### config.mk
export PLATFORM = sky130hd
export DESIGN_NAME = tt_ctrl
export DESIGN_NICKNAME = d
export VERILOG_FILES = /design/src/design/tt_pkg.sv /design/src/design/tt_ctrl.sv
export SDC_FILE = /design/constraint.sdc
export NUM_CORES = 1
export LEC_CHECK = 0
export ABC_CLOCK_PERIOD_IN_PS = 1100
export BUFFER_PORTS_ARGS = -buffer_cell sky130_fd_sc_hd__buf_4
export CORE_AREA = 8 8 45 47
export CTS_CLUSTER_SIZE = 8
export DETAILED_ROUTE_END_ITERATION = 8
export DIE_AREA = 0 0 53 55
export MAX_ROUTING_LAYER = met4
export SYNTH_ARGS = -nofsm -noshare
export SYNTH_HDL_FRONTEND = slang
export SYNTH_SLANG_ARGS = --single-unit
export TNS_END_PERCENT = 10
### constraint.sdc
create_clock -name clk -period 1.1 [get_ports clk]
set_input_delay 0.055 -clock clk [delete_from_list [all_inputs] [get_ports clk]]
set_output_delay 0.055 -clock clk [all_outputs]
set_load 0.03 [all_outputs]
### src/design/tt_pkg.sv
// Shared types, codes and constants of the transposition table.
`default_nettype none

package tt_pkg;

	localparam int unsigned KEY_W   = 64;
	localparam int unsigned MOVE_W  = 8;
	localparam int unsigned SCORE_W = 16;
	localparam int unsigned DEPTH_W = 8;
	localparam int unsigned FLAG_W  = 2;
	localparam int unsigned PLY_W   = 8;
	localparam int unsigned OP_W    = 2;
	localparam int unsigned THR_W   = 15;

	localparam int unsigned S_TDATA_W  = 144;
	localparam int unsigned M_TDATA_W  = 32;
	localparam int unsigned APB_DATA_W = 32;
	localparam int unsigned APB_ADDR_W = 3;

	// Key bits folded into the index remainder per cycle when the table
	// size is not a power of two.
	localparam int unsigned MOD_BITS  = 4;
	localparam int unsigned MOD_STEPS = KEY_W / MOD_BITS;

	localparam logic [OP_W-1:0] OP_PROBE = 2'd0;
	localparam logic [OP_W-1:0] OP_STORE = 2'd1;
	localparam logic [OP_W-1:0] OP_CLEAR = 2'd2;

	localparam logic [FLAG_W-1:0] FLAG_NONE  = 2'd0;
	localparam logic [FLAG_W-1:0] FLAG_UPPER = 2'd1;
	localparam logic [FLAG_W-1:0] FLAG_LOWER = 2'd2;
	localparam logic [FLAG_W-1:0] FLAG_EXACT = 2'd3;

	localparam logic [MOVE_W-1:0] NO_MOVE = 8'hFF;

	localparam logic           CFG_MATE_THR   = 1'b0;
	localparam logic [THR_W-1:0] MATE_THR_RESET = 15'd30000;

	// Input item, key in the lowest bits.
	typedef struct packed {
		logic [PLY_W-1:0]          ply;
		logic [FLAG_W-1:0]         bound_flag;
		logic [DEPTH_W-1:0]        depth;
		logic signed [SCORE_W-1:0] beta;
		logic signed [SCORE_W-1:0] alpha;
		logic signed [SCORE_W-1:0] score;
		logic [MOVE_W-1:0]         move;
		logic [KEY_W-1:0]          key;
	} item_t;

	localparam int unsigned ITEM_W = $bits(item_t);

	// Result item, key_match in the lowest bit.
	typedef struct packed {
		logic signed [SCORE_W-1:0] score_out;
		logic                      cutoff;
		logic [MOVE_W-1:0]         move_out;
		logic                      key_match;
	} res_t;

	localparam int unsigned RES_W = $bits(res_t);

	typedef struct packed {
		logic [KEY_W-1:0]          key;
		logic [MOVE_W-1:0]         move;
		logic signed [SCORE_W-1:0] score;
		logic [DEPTH_W-1:0]        depth;
		logic [FLAG_W-1:0]         flag;
	} entry_t;

	localparam entry_t ENTRY_RESET = '{
		key:   '0,
		move:  NO_MOVE,
		score: '0,
		depth: '0,
		flag:  FLAG_NONE
	};

	typedef struct packed {
		logic load;
		logic mod_step;
		logic mem_rd;
		logic mem_wr;
		logic clr_wr;
		logic check;
		logic out_load;
	} cmd_t;

	typedef struct packed {
		logic            idx_ready;
		logic            clr_last;
		logic [OP_W-1:0] op;
	} stat_t;

endpackage

`default_nettype wire

### src/design/tt_ctrl.sv
// Sequencer of the transposition table: handshakes, clear sweep, op steps.
`default_nettype none

module tt_ctrl (
	input  wire logic                    clk,
	input  wire logic                    arst_n,
	input  wire logic                    s_valid,
	input  wire logic [tt_pkg::OP_W-1:0] s_op,
	output logic                         s_ready,
	output logic                         m_valid,
	input  wire logic                    m_ready,
	input  wire tt_pkg::stat_t           stat,
	output tt_pkg::cmd_t                 cmd
);

	typedef enum logic [2:0] {
		ST_CLEAR,
		ST_IDLE,
		ST_INDEX,
		ST_CHECK,
		ST_RESULT
	} state_t;

	state_t state_q;
	logic   clr_item_q;
	logic   m_valid_q;
	logic   accept;
	logic   out_free;

	assign s_ready  = state_q == ST_IDLE;
	assign accept   = s_valid && s_ready;
	assign out_free = !m_valid_q || m_ready;
	assign m_valid  = m_valid_q;

	always_comb begin
		cmd      = '0;
		cmd.load = accept;
		unique case (state_q)
			ST_CLEAR: begin
				cmd.clr_wr = 1'b1;
			end
			ST_IDLE: begin
				cmd.load = accept;
			end
			ST_INDEX: begin
				if (stat.idx_ready) begin
					if (stat.op == tt_pkg::OP_PROBE) begin
						cmd.mem_rd = 1'b1;
					end else begin
						cmd.mem_wr = 1'b1;
					end
				end else begin
					cmd.mod_step = 1'b1;
				end
			end
			ST_CHECK: begin
				cmd.check = 1'b1;
			end
			ST_RESULT: begin
				cmd.out_load = out_free;
			end
			default: begin
				cmd = '0;
			end
		endcase
	end

	// Reset starts in the clear sweep so the table reads as empty.
	always_ff @(posedge clk or negedge arst_n) begin
		if (!arst_n) begin
			state_q    <= ST_CLEAR;
			clr_item_q <= 1'b0;
			m_valid_q  <= 1'b0;
		end else begin
			if (cmd.out_load) begin
				m_valid_q <= 1'b1;
			end else if (m_ready) begin
				m_valid_q <= 1'b0;
			end
			unique case (state_q)
				ST_CLEAR: begin
					if (stat.clr_last) begin
						state_q    <= clr_item_q ? ST_RESULT : ST_IDLE;
						clr_item_q <= 1'b0;
					end
				end
				ST_IDLE: begin
					if (accept) begin
						case (s_op) inside
							tt_pkg::OP_PROBE, tt_pkg::OP_STORE: begin
								state_q <= ST_INDEX;
							end
							tt_pkg::OP_CLEAR: begin
								state_q    <= ST_CLEAR;
								clr_item_q <= 1'b1;
							end
							default: begin
								state_q <= ST_RESULT;
							end
						endcase
					end
				end
				ST_INDEX: begin
					if (stat.idx_ready) begin
						state_q <= (stat.op == tt_pkg::OP_PROBE) ? ST_CHECK : ST_RESULT;
					end
				end
				ST_CHECK: begin
					state_q <= ST_RESULT;
				end
				ST_RESULT: begin
					if (out_free) begin
						state_q <= ST_IDLE;
					end
				end
				default: begin
					state_q <= ST_IDLE;
				end
			endcase
		end
	end

`ifndef SYNTHESIS
	a_mem_port_single: assert property (@(posedge clk) disable iff (!arst_n)
		$onehot0({cmd.mem_rd, cmd.mem_wr, cmd.clr_wr}))
		else $error("entry memory driven by more than one access in a cycle");

	a_load_when_free: assert property (@(posedge clk) disable iff (!arst_n)
		cmd.out_load |-> out_free)
		else $error("result register overwritten while its item waits");

	a_busy_after_accept: assert property (@(posedge clk) disable iff (!arst_n)
		accept |=> !s_ready)
		else $error("new item taken while the previous one is in progress");

	a_result_source: assert property (@(posedge clk) disable iff (!arst_n)
		$rose(m_valid_q) |-> $past(state_q == ST_RESULT))
		else $error("result item raised outside the result step");
`endif

endmodule

`default_nettype wire

## Word-level counts from Yosys, hierarchy flattened

Cells that the tools add are included.

| word-level totals | value |
|---|---|
| register bits after elaboration | 5 |
| bits of input ports | 10 |
| output and inout port bits | 9 |
| logic and storage cells | 52 |

| cells by class | value |
|---|---|
| equal/unequal tests | 12 |
| muxes and demuxes | 25 |
| reductions and logical operators | 12 |

Operators by type and width:

| operator | number |
|---|---|
| 3-bit two-way mux | 9 |
| 3-bit case mux with 5 select lines | 1 |
| 1-bit two-way mux | 13 |
| 2-bit != test (second input constant) | 4 |
| 3-bit by 2-bit == test with 1-bit output (second input constant) | 2 |
| 5-bit AND reduction | 1 |
| 5-bit OR reduction | 1 |
| 2-bit logical NOT | 2 |
| 2-bit by 1-bit != test with 1-bit output (second input constant) | 2 |
| 4-bit AND reduction | 1 |
| 2-bit nonzero test | 2 |
| 3-bit by 1-bit == test with 1-bit output (second input constant) | 1 |
| 3-bit == test (second input constant) | 1 |
| 3-bit logical NOT | 1 |
| 2-bit by 1-bit == test with 1-bit output (second input constant) | 1 |
| 2-bit == test (second input constant) | 1 |
| 2-bit two-way mux | 1 |
| 1-bit case mux with 2 select lines | 1 |
| 2-bit OR reduction | 1 |
| 1-bit logical AND | 1 |
| 1-bit logical NOT | 1 |
| 1-bit logical OR | 1 |

## Logic depth before layout (Yosys ltp)

Gate-level depths: netlist of the first run.

| depth | value |
|---|---|
| word-level depth | 5 |
| depth in mapped cells | 4 |
| depth with buffers taken out | 3 |

## Worst setup path after synthesis of the first run

No wires, ideal clock.

| timing | value |
|---|---|
| path kind | register to output |
| from | reg state_q[0] |
| to | out cmd[4] (netlist name) |
| data arrival time | 1.669 ns |
| required time | 1.045 ns |
| setup slack | -0.624 ns |
| stages on the path, launching flop included | 4 |
| path buffers | 1 |
| cell sequence | dfrtp_1 buf_6 or2_1 nor4_1 |

RTL lines:

| item | RTL line | text |
|---|---|---|
| start, declared | tt_ctrl.sv:24 | `state_t state_q;` |
| start signal, assigned | tt_ctrl.sv:83 | `state_q <= clr_item_q ? ST_RESULT : ST_IDLE;` |
| start signal, assigned | tt_ctrl.sv:105 | `state_q <= (stat.op == tt_pkg::OP_PROBE) ? ST_CHECK : ST_RESULT;` |
| end, declared | tt_ctrl.sv:13 | `output tt_pkg::cmd_t cmd` |

==> metrics.cfg, run 1 <==
[run_status]
outcome = finished, violations left
violations = negative setup slack

[yosys]
synthTopCellsByArea = dfrtp_1 33%, nand2b_1 5.0%, nor2_1 5.0%
yosysUniqueCellTypes = 27
syn_avg_cell_area_um2 = 8.56
async_reset_ff_share_pct = 100
yosysSeqAreaShare_pct = 33.2
syn-cell-area_um2 = 377
synth_common_cells = 5 x dfrtp_1, 5 x nor2_1, 3 x nand2_1, 3 x nand2b_1
ys_ff_latch = 5
syn_inst = 44
synth_edf_count = 0
yosys_warnings = 0
synth_top_area_share_pct = 33.2
synth_flop_cell = dfrtp_1
synth_nets = 54
synth.largest_area_cell = dfrtp_1

[clock_tree]
clk_latency_ns = 0.24
cts_max_path_buffers = 2
clkSinkCount = 5
numCtsBuffers = 3
cts_root_buf = clkbuf_4
htreeDepth = 1
cts_tree = built
path_clk_slew_ns = 0.05

[timing]
setup_viol = 12
layout_setup_ws_ns = -0.271
fmax_ghz = 0.729
period_share_pct = 125
fin_tns_setup_ns = -2.16
worst_pin_slew_ns = 0.207
drv_slew = 0
fin_worst_skew_ns = 0.00624
relSlewSlack_pct = 86.1
finalCriticalPeriod_ns = 1.37
rsz0062_at_grt = yes
hold_viol = 0
worst_hold_slack_ns = 0.0417

[worst_setup_path]
cp-start-kind = flip-flop
cp_data_required_time_ns = 1.04
crit_fanout = 4
crit_path_end_kind = output pin
crit_type = reg2out
worstPathArrival_ns = 1.32

[place]
dpl_cell_area_um2 = 617
io_buffers = 18
finalWeightedCongestion = 0.849
dp_hpwl_um = 1030

[drt]
wl_um = 1290
post_drt_wl_per_cell_um = 13.3
drc = 0
via_per_inst = 4.84
drt_iter0_markers = 5
dr.pass1.iters = 2
antenna_left = 0
dr_total_vias = 469

[global_routing]
gr-total-overflow = 0
track_usage_pct = 9.94
grt_max_degree = 9
grt_pass1_vias = 520
antenna_found_initial = 0
grt_pass1_wl_um = 2100

[floorplanning]
initial_core_util_pct = 27.2
dieArea_mm2 = 0.00292
core_mm2 = 0.00138
pin_count = 19
placementRows = 14
die_x_um = 53
die_y_um = 55

[pwr]
ir_drop_mv = 1.10
total_power_w = 0.00216
p_per_area_mw_per_mm2 = 2770
leakagePower_nw = 0.381

[cells_and_area]
final_area_um2 = 781
antenna_cells = 0
multi_input_area_um2 = 297
regArea_um2 = 125
drive_gt1_share_pct = 60.5
utilization_pct = 56.4
fin_nets = 92
syn_to_final_growth_pct = 107
nFillCells = 123

[flow_run]
max-cap-violations = 0

[worst_hold_path]
hp-class = in2reg

## registers in the layout, summed over array words and instances (netlist names)
| signal | cells |
|---|---|
| clr_item_q | 1 |
| m_valid | 1 |
| state_q | 3 |
## cell families after synthesis
logic type	synth area share, %
buf+inv	6.98
simple gates	39.9
compound gates	19.9
flops	33.2
## worst paths after layout
kind                                         from                endpoint  slack, ns  cells past startpoint
hold reg to reg            clr_item_q$_DFFE_PN0P_  clr_item_q$_DFFE_PN0P_       0.54                      2
min in group asynchronous                  arst_n  state_q[1]$_DFFE_PN0P_       0.15                      2
max in group asynchronous                  arst_n  state_q[2]$_DFFE_PN0P_       0.84                      2
setup reg to reg           state_q[1]$_DFFE_PN0P_  state_q[2]$_DFFE_PN0P_      -0.23                      5
hold / removal                            stat[3]  state_q[1]$_DFFE_PN0P_       0.04                      2
setup / recovery           state_q[1]$_DFFE_PN0P_                  cmd[4]      -0.27                      5
## per-stage QoR
stage / std cells / setup slack [ns]
2_1_floorplan: 44 / -0.191
3_3_place_gp: 85 / -0.124
3_5_place_dp: 85 / -0.153
4_1_cts: 97 / -0.270
5_1_grt: 97 / -0.323
6_report: 97 / -0.271
## cells in the final DEF (no fill, tap or decap), types with 2 or more instances in the layout
master	instances
dfrtp_1	5
inv_1	2
nand2_1	3
buf_6	10
nor2_4	3
a21oi_1	2
o22ai_1	2
buf_4	23
nor2_1	2
dlygate4sd3_1	2
clkbuf_4	3
nand2b_1	3
## worst max-delay path, stage by stage (launching register included)
cell,delay [ns]
dfrtp_1,0.36
buf_6,0.12
nand2_4,0.04
buf_6,0.11
nor4_4,0.27
buf_6,0.17
## per-layer routing
layer	global-route usage [%]	routed length [um]	part of all wire (%)
met1	10.6	519	40
met2	16.4	674	52
met3	1.34	69	5.3
met4	7.76	31	2.4
met5	-	0	0
## report_power, final
part | switching, W | internal, W
logic | 0.000790 | 0.000846
registers | 0.0000516 | 0.000263
clock network | 0.0000767 | 0.000137
total | 0.000919 | 0.00125
## layout make-up
type | instances | area share [%]
repair buffers | 35 | 39.1
multi-input cells | 35 | 38.0
flip-flops and latches | 5 | 16.0
clock buffers | 4 | 3.37
well taps | 16 | 2.56
inverters | 2 | 0.962
## repair_timing
action,4_1_cts,5_1_grt
endpoints found under the setup margin,12,13
resized for setup,13,6
hold buffers,2,0
endpoints found under the hold margin,6,0
setup buffers,6,0
pin swaps,6,5
(Power assumes the default switching activity.)
==> inputs of run 2 (changes only) <==
- SETUP_SLACK_MARGIN: default -> 0.05
==> metrics.cfg, run 2 (synthesized netlist as in run 1, its figures left out) <==
[pwr]
p_per_area_mw_per_mm2 = 2770
total_power_w = 0.00216
leakagePower_nw = 0.381
ir_drop_mv = 1.10

[floorplanning]
dieArea_mm2 = 0.00292
placementRows = 14
initial_core_util_pct = 27.2
die_y_um = 55
die_x_um = 53
core_mm2 = 0.00138
pin_count = 19

[worst_setup_path]
cp_slowest_cell = dfrtp_1
cp-start-kind = flip-flop
critPathBufInv = 3
worstPathArrival_ns = 1.32
critPathMaxStageDelay_ns = 0.36
crit_type = reg2out
crit_path_end_kind = output pin
crit_path_frequent_cell = buf_6
crit_fanout = 4
cp_data_required_time_ns = 1.04
critical_path.top_delay_family = buffers and inverters
path_cells = buf_6 > nand2_4 > buf_6 > nor4_4 > buf_6

[cells_and_area]
antenna_cells = 0
final_common_cell = buf_4
utilization_pct = 56.4
largest_reg_flops = 3
drive_gt1_share_pct = 60.5
fin_nets = 92
fin_cells = 97
nFillCells = 124
syn_to_final_growth_pct = 107
layout_common_cells = 23 x buf_4, 10 x buf_6, 5 x dfrtp_1
top_register = state_q

[timing]
worst_hold_slack_ns = 0.0417
setup_viol = 12
hold_viol = 0
fin_tns_setup_ns = -2.16
finalCriticalPeriod_ns = 1.37
fmax_ghz = 0.729
worst_pin_slew_ns = 0.207
relSlewSlack_pct = 86.1
rsz0062_at_grt = yes
layout_setup_ws_ns = -0.271
drv_slew = 0
period_share_pct = 125
fin_worst_skew_ns = 0.00624

[drt]
post_drt_wl_per_cell_um = 13.4
drc = 0
antenna_left = 0
drt_iter0_markers = 5
wl_um = 1300
dr_total_vias = 469
via_per_inst = 4.84
dr.pass1.iters = 2

[clock_tree]
cts_root_buf = clkbuf_4
cts_max_path_buffers = 2
cts_tree = built
numCtsBuffers = 3
htreeDepth = 1
clkSinkCount = 5
path_clk_slew_ns = 0.05
clk_latency_ns = 0.24

[global_routing]
grt-busiest-layer = met2
met1_usage_pct = 10.6
grt_pass1_wl_um = 2080
grt_pass1_vias = 515
gr-usage-met3_pct = 1.34
gr-total-overflow = 0
gr-usage-met2_pct = 16.0
track_usage_pct = 9.82
antenna_found_initial = 0
grt_max_degree = 9

[place]
finalWeightedCongestion = 0.849
dp_hpwl_um = 1030
placed_cells = 85
io_buffers = 18

[flow_run]
max-cap-violations = 0

[run_status]
violations = negative setup slack
outcome = finished, violations left

[worst_hold_path]
hp-class = in2reg

## run 2: cell counts in the layout (fill, tap and decap cells not counted)
No cell type changed its count.
## run 2: final cells by class
type | instances | area, um^2 | area share (%)
repair buffers | 35 | 305 | 39.1
multi-input cells | 35 | 297 | 38.0
flip-flops and latches | 5 | 125 | 16.0
clock buffers | 4 | 26.3 | 3.37
well taps | 16 | 20.0 | 2.56
inverters | 2 | 7.51 | 0.962
## run 2: what timing repair did
item / CTS / global route
setup endpoints to repair: 12 / 13
endpoints found under the hold margin: 6 / 0
hold buffers: 2 / 0
gates resized for setup: 14 / 5
setup buffers: 6 / 0
pin swaps: 7 / 4
## run 2: worst paths after layout
kind,start,endpoint,slack [ns],cells past startpoint
max,state_q[1]$_DFFE_PN0P_,cmd[4],-0.27,5
min,stat[3],state_q[1]$_DFFE_PN0P_,0.04,2
max reg2reg,state_q[1]$_DFFE_PN0P_,state_q[2]$_DFFE_PN0P_,-0.23,5
min reg2reg,clr_item_q$_DFFE_PN0P_,clr_item_q$_DFFE_PN0P_,0.54,2
max in group asynchronous,arst_n,state_q[2]$_DFFE_PN0P_,0.84,2
min in group asynchronous,arst_n,state_q[1]$_DFFE_PN0P_,0.15,2
## run 2: per-layer routing
layer  share of wire [%]  up-vias
li1                    -      233
met1                  40      218
met2                  52       14
met3                 5.3        4
met4                 2.4        0
met5                   0        -
## run 2: per-stage QoR
| step | setup slack, ns | area [um^2] |
|---|---|---|
| after floorplan | -0.191 | 413 |
| after global placement | -0.124 | 617 |
| after detailed placement | -0.153 | 617 |
| after CTS | -0.270 | 763 |
| after global routing | -0.323 | 781 |
| final | -0.271 | 781 |
## run 2: report_power, final
group / internal (W) / switching (W)
Combinational: 0.000846 / 0.000791
Clock: 0.000137 / 0.0000767
Sequential: 0.000263 / 0.0000517
Total: 0.00125 / 0.000919
==> inputs of run 3 (changes only) <==
- BUFFER_PORTS_ARGS: -buffer_cell sky130_fd_sc_hd__buf_4 -> default
- DONT_BUFFER_PORTS: default -> 1
==> metrics.cfg, run 3 (synthesized netlist as in run 1, its figures left out) <==
[run_status]
outcome = finished, violations left
violations = negative setup slack

[clock_tree]
cts_max_path_buffers = 2
numCtsBuffers = 3
clk_latency_ns = 0.25
post_cts_buffers = 0
htreeDepth = 1
cts_tree = built
path_clk_slew_ns = 0.04
cts_root_buf = clkbuf_4
clkSinkCount = 5

[cells_and_area]
antenna_cells = 0
final_area_um2 = 697
top_register = state_q
nFillCells = 134
final_common_cell = buf_4
drive_gt1_share_pct = 52.2
layout_common_cells = 12 x buf_4, 6 x buf_6, 5 x dfrtp_1
largest_reg_flops = 3
syn_to_final_growth_pct = 85.0
fin_cells = 85
fin_nets = 80

[global_routing]
gr-total-overflow = 0
grt_pass1_wl_um = 1990
gr-usage-met3_pct = 3.48
gr-usage-met2_pct = 14.5
met1_usage_pct = 10.7
grt_pass1_vias = 448
grt_max_degree = 9
antenna_found_initial = 0
grt-busiest-layer = met2
track_usage_pct = 10.0

[place]
placed_cells = 78
dpl_cell_area_um2 = 589
io_buffers = 0
dpl_worst_slack_ns = -0.133
finalWeightedCongestion = 0.821
dp_hpwl_um = 1000

[worst_setup_path]
critPathMaxStageDelay_ns = 0.39
crit_type = reg2out
crit_fanout = 3
cp_slowest_cell = dfrtp_1
crit_path_end_kind = output pin
worstPathArrival_ns = 1.30
path_cells = or2_4 > nor4_4 > buf_6
cp-start-kind = flip-flop
cp_data_required_time_ns = 1.04

[flow_run]
max-cap-violations = 0

[timing]
period_share_pct = 123
setup_viol = 12
layout_setup_ws_ns = -0.254
hold_viol = 0
finalCriticalPeriod_ns = 1.35
drv_slew = 0
fin_worst_skew_ns = 0.000548
relSlewSlack_pct = 83.5
rsz0062_at_grt = yes
fmax_ghz = 0.739
worst_pin_slew_ns = 0.247

[floorplanning]
dieArea_mm2 = 0.00292
placementRows = 14
die_y_um = 55
pin_count = 19
die_x_um = 53
core_mm2 = 0.00138
initial_core_util_pct = 27.2

[pwr]
ir_drop_mv = 0.966
leakagePower_nw = 0.322
p_per_area_mw_per_mm2 = 2920

[drt]
post_drt_wl_per_cell_um = 14.9
drt_iter0_markers = 7
dr_total_vias = 446
drc = 0
antenna_left = 0
dr.pass1.iters = 4
wl_um = 1270
via_per_inst = 5.25

[worst_hold_path]
hp-class = in2reg

[run 3: cell types whose count changed in the layout (fill, tap and decap cells not counted)]
cell           delta
nor2b_4           -1
buf_6             -4
buf_4            -11
buf_12            +2
nor2_1            +1
o22ai_2           +1
dlygate4sd3_1     +1
o22ai_1           -1
nor2_4            -1
nor2b_2           +1
[run 3: metal layers]
layer  up-vias  share of wire (%)
met3         4                6.1
met2        17                 52
met4         0                2.8
met5         -                  0
met1       216                 39
li1        209                  -
[run 3: worst paths after layout]
check	start	slack [ns]	endpoint	cells past startpoint
worst max register to register	state_q[1]$_DFFE_PN0P_	-0.17	state_q[2]$_DFFE_PN0P_	4
min in group asynchronous	arst_n	0.11	m_valid$_DFFE_PN0P_	1
max in group asynchronous	arst_n	0.79	clr_item_q$_DFFE_PN0P_	1
worst min register to register	clr_item_q$_DFFE_PN0P_	0.54	clr_item_q$_DFFE_PN0P_	2
worst min-delay path	s_op[1]	0.009	clr_item_q$_DFFE_PN0P_	2
worst max-delay path	state_q[0]$_DFFE_PN0P_	-0.25	cmd[4]	3
[run 3: report_power, final]
| group | switching, W | leakage [nW] | internal (W) | total (W) |
|---|---|---|---|---|
| Sequential | 0.0000603 | 0.0659 | 0.000262 | 0.000323 |
| Combinational | 0.000753 | 0.241 | 0.000739 | 0.00149 |
| Clock | 0.0000807 | 0.0150 | 0.000137 | 0.000218 |
| Total | 0.000894 | 0.322 | 0.00114 | 0.00203 |
[run 3: final cells by class]
type	count	area, um^2	share of cell area, %
inverter	2	7.51	1.08
multi-input combinational	35	290	41.7
tap	16	20.0	2.87
sequential	5	125	18.0
clock buffer	4	26.3	3.77
timing repair buffer	23	228	32.7
[run 3: repair_timing]
| action | CTS | global route |
|---|---|---|
| hold buffers | 3 | 0 |
| endpoints found under the setup margin | 12 | 13 |
| pin swaps | 4 | 2 |
| endpoints found under the hold margin | 7 | 0 |
| cloned | 0 | 0 |
| resized for setup | 7 | 6 |
[run 3: worst max-delay path: cells and delay by family, from the launching register on]
| family | cells | cell delay, ns |
|---|---|---|
| and+or+nand+nor | 2 | 0.49 |
| DFF | 1 | 0.39 |
| buffers and inverters | 1 | 0.17 |
[run 3: through the flow]
stage	utilization, %	setup TNS, ns	power (W)	hold WS [ns]
floorplan	-	-0.703	0.00117	-0.241
global placement	42.6	-0.308	0.00164	-0.240
detailed placement	42.6	-0.430	0.00166	-0.240
CTS	48.6	-2.25	0.00198	0.00216
global route	50.4	-2.86	0.00216	0.00607
finish	50.4	-2.22	0.00203	0.00923
